`src/hw/rtl/bmh_pkg.sv`:
```
// Shared constants and types for the bytewise MurmurHash3 block.
// Used by the controller, the datapath and the top level.
package bmh_pkg;

    localparam logic [31:0] MIX_C1  = 32'hcc9e2d51;
    localparam logic [31:0] MIX_C2  = 32'h1b873593;
    localparam logic [31:0] MIX_ADD = 32'he6546b64;
    localparam logic [31:0] FIN_M1  = 32'h85ebca6b;
    localparam logic [31:0] FIN_M2  = 32'hc2b2ae35;

    // Controller-to-datapath command strobes, at most one step a cycle
    typedef struct packed {
        logic load;    // capture the input byte
        logic start;   // open a message: hash from seed, count from zero
        logic mix1;    // k = byte * c1
        logic mix2;    // k = rotl(k, 15) * c2
        logic absorb;  // fold k into the running hash, count the byte
        logic fin1;    // first finalizer multiply
        logic fin2;    // second finalizer multiply
        logic emit;    // load the output register
    } bmh_cmd_t;

    function automatic logic [31:0] rotl32(input logic [31:0] v, input int unsigned r);
        logic [31:0] res;
        res = (v << r) | (v >> (32 - r));
        return res;
    endfunction

endpackage

```
`src/hw/rtl/bytewise_murmur3_hash.sv`:
```
// Bytewise MurmurHash3 x86_32 hasher: each input beat carries one byte
// (tuser = has_byte) and optionally closes the message (tlast); a closing beat
// yields one 32-bit hash on the master side. A beat with a byte passes accept,
// the two-step byte mixer and the hash update; a closing beat then adds the two
// finalizer multiplies and the output load, which an empty closing beat enters
// straight from accept. A beat with neither a byte nor an end is dropped
// in its accept cycle. The sequencer handles one beat at a time, and the rate
// is set by the serial mixer and finalizer steps, one 32-bit multiply per
// cycle. The seed is sampled when a message begins; a finished hash waits in
// the output register while the next message is being taken in, and the next
// closing beat holds in its output load step until that hash has been read.
module bytewise_murmur3_hash
    import bmh_pkg::*;
(
    input  logic        clk,
    input  logic        rst_n,
    input  logic        s_tvalid,
    output logic        s_tready,
    input  logic [7:0]  s_tdata,    // [7:0] data_byte
    input  logic        s_tuser,    // [0] has_byte
    input  logic        s_tlast,    // end_of_message
    output logic        m_tvalid,
    input  logic        m_tready,
    output logic [31:0] m_tdata,    // [31:0] hash_value
    input  logic        cfg_valid,
    output logic        cfg_ready,
    input  logic [31:0] cfg_data
);

    bmh_cmd_t cmd;

    assign cfg_ready = 1'b1;

    bmh_ctrl u_ctrl (
        .clk      (clk),
        .rst_n    (rst_n),
        .s_tvalid (s_tvalid),
        .s_tready (s_tready),
        .s_tuser  (s_tuser),
        .s_tlast  (s_tlast),
        .m_tvalid (m_tvalid),
        .m_tready (m_tready),
        .cmd      (cmd)
    );

    bmh_datapath u_datapath (
        .clk        (clk),
        .rst_n      (rst_n),
        .cmd        (cmd),
        .data_byte  (s_tdata),
        .cfg_valid  (cfg_valid),
        .cfg_data   (cfg_data),
        .hash_value (m_tdata)
    );

endmodule

```
`src/hw/rtl/bmh_ctrl.sv`:
```
// Sequencing state machine for the bytewise MurmurHash3 block.
// Depends on bmh_pkg; drives bmh_datapath through a command struct.
module bmh_ctrl
    import bmh_pkg::*;
(
    input  logic     clk,
    input  logic     rst_n,
    input  logic     s_tvalid,
    output logic     s_tready,
    input  logic     s_tuser,
    input  logic     s_tlast,
    output logic     m_tvalid,
    input  logic     m_tready,
    output bmh_cmd_t cmd
);

    typedef enum logic [2:0] {
        ST_IDLE,
        ST_MIX1,
        ST_MIX2,
        ST_ABSORB,
        ST_FIN1,
        ST_FIN2,
        ST_FIN3
    } state_t;

    state_t state_reg, state_next;
    logic   in_message_reg, in_message_next;
    logic   eom_reg, eom_next;
    logic   out_valid_reg, out_valid_next;
    logic   accept;

    assign s_tready = (state_reg == ST_IDLE);
    assign m_tvalid = out_valid_reg;
    assign accept   = s_tvalid && s_tready;

    always_comb
    begin
        state_next      = state_reg;
        in_message_next = in_message_reg;
        eom_next        = eom_reg;
        out_valid_next  = out_valid_reg && !m_tready;
        cmd             = '0;
        case (state_reg)
            ST_IDLE:
            begin
                // drop beats that carry neither a byte nor an end
                if (accept && (s_tuser || s_tlast))
                begin
                    cmd.load        = 1'b1;
                    cmd.start       = !in_message_reg;
                    in_message_next = 1'b1;
                    eom_next        = s_tlast;
                    state_next      = s_tuser ? ST_MIX1 : ST_FIN1;
                end
            end
            ST_MIX1:
            begin
                cmd.mix1   = 1'b1;
                state_next = ST_MIX2;
            end
            ST_MIX2:
            begin
                cmd.mix2   = 1'b1;
                state_next = ST_ABSORB;
            end
            ST_ABSORB:
            begin
                cmd.absorb = 1'b1;
                state_next = eom_reg ? ST_FIN1 : ST_IDLE;
            end
            ST_FIN1:
            begin
                cmd.fin1   = 1'b1;
                state_next = ST_FIN2;
            end
            ST_FIN2:
            begin
                cmd.fin2   = 1'b1;
                state_next = ST_FIN3;
            end
            ST_FIN3:
            begin
                // hold until the output register is free
                if (!out_valid_reg || m_tready)
                begin
                    cmd.emit        = 1'b1;
                    out_valid_next  = 1'b1;
                    in_message_next = 1'b0;
                    state_next      = ST_IDLE;
                end
            end
            default:
            begin
                state_next = ST_IDLE;
            end
        endcase
    end

    always_ff @(posedge clk or negedge rst_n)
    begin
        if (!rst_n)
        begin
            state_reg      <= ST_IDLE;
            in_message_reg <= 1'b0;
            eom_reg        <= 1'b0;
            out_valid_reg  <= 1'b0;
        end
        else
        begin
            state_reg      <= state_next;
            in_message_reg <= in_message_next;
            eom_reg        <= eom_next;
            out_valid_reg  <= out_valid_next;
        end
    end

    a_emit_free: assert property (@(posedge clk) disable iff (!rst_n)
        cmd.emit |-> (!out_valid_reg || m_tready))
        else $error("result emitted over an unconsumed result");

    a_valid_rise: assert property (@(posedge clk) disable iff (!rst_n)
        $rose(out_valid_reg) |-> $past(state_reg == ST_FIN3))
        else $error("result valid raised outside the final step");

    a_emit_closes: assert property (@(posedge clk) disable iff (!rst_n)
        cmd.emit |=> !in_message_reg && (state_reg == ST_IDLE))
        else $error("message not closed after emit");

    a_byte_mixes: assert property (@(posedge clk) disable iff (!rst_n)
        (accept && s_tuser) |=> (state_reg == ST_MIX1))
        else $error("byte beat did not enter the mixer");

endmodule

```
`src/hw/rtl/bmh_datapath.sv`:
```
// Datapath for the bytewise MurmurHash3 block: seed, running hash, byte count,
// mixer and finalizer registers. Depends on bmh_pkg; stepped by bmh_ctrl.
module bmh_datapath
    import bmh_pkg::*;
(
    input  logic        clk,
    input  logic        rst_n,
    input  bmh_cmd_t    cmd,
    input  logic [7:0]  data_byte,
    input  logic        cfg_valid,
    input  logic [31:0] cfg_data,
    output logic [31:0] hash_value
);

    logic [31:0] seed_reg;
    logic [31:0] hash_reg;
    logic [31:0] count_reg;
    logic [7:0]  byte_reg;
    logic [31:0] k_reg;
    logic [31:0] f_reg;
    logic [31:0] out_reg;

    logic [31:0] h_xk;
    logic [31:0] h_rot;
    logic [31:0] h_fold;
    logic [31:0] f_mix2;

    assign h_xk   = rotl32(hash_reg ^ k_reg, 13);
    assign h_rot  = h_xk;
    assign h_fold = hash_reg ^ count_reg;
    assign f_mix2 = f_reg ^ (f_reg >> 13);
    assign hash_value = out_reg;

    always_ff @(posedge clk or negedge rst_n)
    begin
        if (!rst_n)
        begin
            seed_reg <= '0;
        end
        else if (cfg_valid)
        begin
            seed_reg <= cfg_data;
        end
    end

    always_ff @(posedge clk)
    begin
        if (cmd.load)
        begin
            byte_reg <= data_byte;
        end
        if (cmd.start)
        begin
            hash_reg  <= seed_reg;
            count_reg <= '0;
        end
        else if (cmd.absorb)
        begin
            // h * 5 + add as shift and add
            hash_reg  <= (h_rot << 2) + h_rot + MIX_ADD;
            count_reg <= count_reg + 32'd1;
        end
        if (cmd.mix1)
        begin
            k_reg <= {24'd0, byte_reg} * MIX_C1;
        end
        else if (cmd.mix2)
        begin
            k_reg <= rotl32(k_reg, 15) * MIX_C2;
        end
        if (cmd.fin1)
        begin
            f_reg <= (h_fold ^ (h_fold >> 16)) * FIN_M1;
        end
        else if (cmd.fin2)
        begin
            f_reg <= f_mix2 * FIN_M2;
        end
        if (cmd.emit)
        begin
            out_reg <= f_reg ^ (f_reg >> 16);
        end
    end

endmodule

```
`config.mk`:
```
export PLATFORM = sky130hd
export DESIGN_NAME = bytewise_murmur3_hash
export DESIGN_NICKNAME = d
export VERILOG_FILES = /design/src/hw/rtl/bmh_pkg.sv /design/src/hw/rtl/bytewise_murmur3_hash.sv /design/src/hw/rtl/bmh_ctrl.sv /design/src/hw/rtl/bmh_datapath.sv
export SDC_FILE = /design/constraint.sdc
export NUM_CORES = 2
export LEC_CHECK = 0
export BUFFER_PORTS_ARGS = -buffer_cell sky130_fd_sc_hd__buf_2
export CORE_ASPECT_RATIO = 1.5
export CORE_MARGIN = 4
export CORE_UTILIZATION = 60
export CTS_BUF_LIST = sky130_fd_sc_hd__clkbuf_16
export DETAILED_ROUTE_END_ITERATION = 8
export PLACE_DENSITY = 0.77
export REMOVE_ABC_BUFFERS = 1
export SYNTH_ARGS = -nofsm -noshare
export SYNTH_HDL_FRONTEND = slang
export SYNTH_SLANG_ARGS = --single-unit
```
`constraint.sdc`:
```
create_clock -name clk -period 10.9 [get_ports clk]
set_input_delay 0.545 -clock clk [delete_from_list [all_inputs] [get_ports clk]]
set_output_delay 0.545 -clock clk [all_outputs]
set_load 0.01 [all_outputs]
```
# After elaboration in Yosys (flattened, before gate mapping)
# Cells that the tools add are included.
dict set report totals {
  regBits 206
  in_bits 47
  word_cells 74
  out_inout_bits 35
}
dict set report classes {
  multipliers 4
  bitwise 7
  addsub 3
  reduce_logical 16
  n_mux 25
  eq_ne 8
}
# op n
set op_table {}
lappend op_table {{$mux W32} 6}
lappend op_table {{$xor A32 B16 Y32} 2}
lappend op_table {{$xor A32 B32 Y32} 2}
lappend op_table {{$add A32 B1 Y32 const B} 1}
lappend op_table {{$add A32 B32 Y32} 1}
lappend op_table {{$add A32 B32 Y32 const B} 1}
lappend op_table {{$mul A32 B29 Y32 const B} 1}
lappend op_table {{$mul A32 B31 Y32 const B} 1}
lappend op_table {{$mul A32 B32 Y32 const B} 1}
lappend op_table {{$mul A8 B32 Y32 const B} 1}
lappend op_table {{$or A32 B13 Y32} 1}
lappend op_table {{$or A32 B15 Y32} 1}
lappend op_table {{$xor A32 B19 Y32} 1}
lappend op_table {{$pmux W3 S7} 1}
lappend op_table {{$mux W3} 4}
lappend op_table {{$mux W1} 11}
lappend op_table {{$eq A3 B3 Y1 const B} 3}
lappend op_table {{$reduce_bool A2 Y1} 4}
lappend op_table {{$eq A3 B2 Y1 const B} 2}
lappend op_table {{$mux W2} 2}
lappend op_table {{$reduce_and A2 Y1} 2}
lappend op_table {{$eq A3 B1 Y1 const B} 1}
lappend op_table {{$logic_and A1 B1 Y1} 3}
lappend op_table {{$logic_not A1 Y1} 3}
lappend op_table {{6 further kinds} 7}

# Logic depth before layout (Yosys ltp)
dict set report logic_depth {
  word_depth 6
  mapped_depth 26
  ltp_nobuf 26
}

# Cells and area by module
# From an unflattened synthesis, not the netlist that was laid out.
dict set report unflattened {
  cells_unflattened 3926
  area_unflattened_um2 39599.2
}
# module cells_per_inst seq_area_each_um2 instances area_per_inst_um2
set modules_own_cells {}
lappend modules_own_cells {bmh_datapath 3891 5525.3 1 39246.4}
lappend modules_own_cells {bmh_ctrl 33 150.1 1 341.6}
lappend modules_own_cells {bytewise_murmur3_hash 2 0.0 1 11.3}

# Worst setup path before layout
# OpenSTA, ideal clock, no wires.
dict set report synth_path {
  path_type {register -> register}
  startpoint {register u_datapath.f_reg[20]}
  endpoint {register u_datapath.f_reg[28], data pin}
  arrival_time_ns 7.034
  setup_ns 0.269
  slack_ns 3.596
  required_time_ns 10.631
  path_buffers 0
  synth_period_minus_slack_ns 7.304
  path_stages_with_launch 27
  path_cell_list {edfxtp_1 > xnor2_1 > inv_1 > xnor2_1 > inv_1 > fa_1 > fa_1 > fa_1 > inv_1 > fa_1 > inv_1 > fa_1 > inv_1 > fa_1 > inv_1 > fa_1 > inv_1 > ha_1 > o21a_1 > o21a_1 > o21ai_0 > o211a_1 > a21oi_1 > a311o_1 > or2_2 > nand3_1 > o21ai_0}
}
dict set report synth_via {
  elab_chain_cells 4
}
# element line_no
set synth_rtl {}
lappend synth_rtl {{start: declaration} bmh_datapath.sv:20} ;# logic [31:0] f_reg;
lappend synth_rtl {{start signal: assignment} bmh_datapath.sv:73} ;# f_reg <= (h_fold ^ (h_fold >> 16)) * FIN_M1;
lappend synth_rtl {{start signal: assignment} bmh_datapath.sv:77} ;# f_reg <= f_mix2 * FIN_M2;
lappend synth_rtl {{$xor A32 B19 Y32} bmh_datapath.sv:31} ;# assign f_mix2 = f_reg ^ (f_reg >> 13);
lappend synth_rtl {{$mul A32 B31 Y32} bmh_datapath.sv:77}
lappend synth_rtl {{$mux W32} bmh_datapath.sv:75} ;# else if (cmd.fin2)
lappend synth_rtl {{$mux W32} bmh_datapath.sv:71} ;# if (cmd.fin1)
# No other way between the ends. The select of a mux whose other input is x is not followed.
# A chain may end at the register's enable or synchronous reset.

# Final worst setup path
dict set report layout_path {
  startpoint {register u_datapath.f_reg[20]}
  endpoint {register u_datapath.f_reg[31], data pin}
}
# The elaborated chain is that of the path after synthesis.

==> results.tsv <==
metric	value	unit
Register-to-Register Setup Slack	2600	ps
first-pass GRT wire length	171000	microns
iteration count of the initial detailed-routing pass	7	
violation count after the first detailed-route iteration	1416	
sequential-to-total area share from yosys stat	14.4	%
Post-Route WL	111000	microns
global placement routability congestion	1.05	
clock transition at the register clock pins on the worst setup and hold paths after CTS	80	ps
overall die width	217	microns
result of the run	complete, no violations	
fraction of registers with async set/reset	18.4	%
nature of the critical path startpoint	register	
number of standard cells after synthesis	3932	
Final Setup Violations	0	
detail-routed via count per cell	5.54	
initial core utilization	60.9	%
residual overflow from global routing	0	
total buffers and inverters traversed by the critical path	8	
residual DRC count	0	
Avg Cell Area, Syn	10.0	sq um
via count of the first global-routing pass	30200	
Crit path top cell by count	inv_1	
FMAX	120	MHz
CTS tree	done	
antenna violations before repair	1	
end of the worst register-to-register path	u_datapath.f_reg[31]$_DFFE_PN_	
CTS root buf	clkbuf_16	
Slew Limit Fails	0	
Crit path arrival time	8610	ps
post-CTS setup repair buffer count	0	
final-layout setup total negative slack	0	ps
total number of clock tree sinks	206	
remaining number of nets flagged by the antenna check after routing	0	
post-synthesis sequential element count	206	
min Tclk post-route	8300	ps
area of the mapped netlist	0.0394	sq mm
commonest non-fill, non-tap cells in the layout	1,110 x inv_1, 688 x ha_1, 617 x fa_1, 225 x xnor2_1, 147 x a21oi_1	
slowest cell on the critical path	xnor2_1	
Die H	322	microns
normalized max-slew margin	16.2	%
Post-CTS Resized	0	
pin count of the biggest net entering global routing	67	
leading cell type in the layout, fill and taps excluded	inv_1	
setup repair after global routing missed its margin	no	
FF-to-FF Start	u_datapath.f_reg[20]$_DFFE_PN_	
Filler cells	5295	
count of unique library cells instantiated by Yosys	73	
Most used DFF post-synth	edfxtp_1	
fraction of final layout cells with drive strength greater than 1	5.01	%
final hold violation count	0	
largest incremental delay on the critical path	690	ps
wire length per cell	22.5	microns
worst min-delay path class	in -> async	
Final Cycle Share	76.2	%
dpl hpwl	96300	microns
capturing element type of the critical path	register	
Worst Path Class, Setup	reg -> reg	
number of enable-type register cells in the synthesized netlist	136	
worst setup path start	u_datapath.f_reg[20]$_DFFE_PN_	
Port-buffer cells	80	
Inserted Clock Buffers	24	
number of max-capacitance violations reported	0	
nets	5385	
maximum level of the CTS H-tree	1	
count of hold buffers inserted by post-cts repair	0	
critical path fanouts, max	8	
logic depth of the worst register-to-register path	26	
kind of cell adding the most delay to the critical path	adder cells	
total routing usage reported by global routing	32.5	%
total die area	0.0700	sq mm
Core Rows	114	
required time worst endpoint	11210	ps
CORE AREA	0.0648	sq mm
slew at the pin closest to its max-slew limit	1250	ps
via total after detailed routing	27300	
top-level port count	82	
CTS max path bufs	3	
Yosys Warn Count	0	
latest clock arrival within the worst-skew pair	580	ps
setup skew after layout	35.3	ps
Area Growth Syn to Fin	6.10	%
## synthesized netlist by cell type (all sizes together) (32+ instances only)
| cell | number | area share (%) |
|---|---|---|
| mux2 | 32 | 0.91 |
| a21oi | 148 | 1.9 |
| nor2 | 130 | 1.2 |
| o21ai | 82 | 1.0 |
| xnor2 | 225 | 5.0 |
| a21o | 57 | 1.1 |
| ha | 688 | 22 |
| nand2 | 127 | 1.2 |
| fa | 617 | 31 |
| inv | 1104 | 11 |
| dfxtp | 32 | 1.6 |
| edfxtp | 136 | 10 |
| dfrtp | 38 | 2.4 |
| xor2 | 144 | 3.2 |
## layout make-up
cell class	instances	area [sq um]	area share (%)
clock buffer	25	626	1.49
sequential	206	5680	13.6
multi-input combinational	2587	29500	70.6
antenna	1	2.50	0.00598
timing repair buffer	110	626	1.49
clock inverter	19	159	0.380
inverter	1104	4140	9.90
tap	870	1090	2.60
## metal layers
metal,vias up,track usage [%],wire (microns),share of wire [%]
met3,431,3.44,4360,3.9
met4,0,25.8,11900,11
li1,12600,-,-,-
met1,13400,33.0,36600,33
met2,854,60.1,57800,52
met5,-,0,0,0
## metrics by stage
stage          setup slack (ps)  std cells  hold WS, ps  util, %  instance area (sq um)
3_3_place_gp               2820       4877          491     63.4                  41100
6_report                   2600       4922         79.0     64.6                  41800
4_1_cts                    2610       4921         77.6     64.6                  41800
2_1_floorplan              3540       3897          249        -                  39300
5_1_grt                    2100       4921          135     64.6                  41800
3_5_place_dp               2630       4877          497     63.4                  41100
## kinds of logic after synthesis
| group | Yosys count | synth area share (%) |
|---|---|---|
| adders and majority gates | 1305 | 53.1 |
| DFF | 206 | 14.4 |
| other | 1 | 0.00951 |
| AOI/OAI and AO/OA | 439 | 7.15 |
| muxes | 37 | 1.04 |
| and+or+nand+nor | 436 | 5.23 |
| xor gates and xnor gates | 369 | 8.19 |
| buffers and inverters | 1139 | 10.8 |
## worst max path at each step
stage | to | cells past startpoint
after detailed placement | u_datapath.f_reg[28]$_DFFE_PN_ | 24
after floorplan | u_datapath.f_reg[28]$_DFFE_PN_ | 26
final | u_datapath.f_reg[31]$_DFFE_PN_ | 26
after CTS | u_datapath.f_reg[28]$_DFFE_PN_ | 24
after global placement | u_datapath.f_reg[31]$_DFFE_PN_ | 26
after global routing | u_datapath.f_reg[28]$_DFFE_PN_ | 24
Power is not shown: default switching activity piles up to over one toggle a cycle in this logic, so the estimate is an artifact.
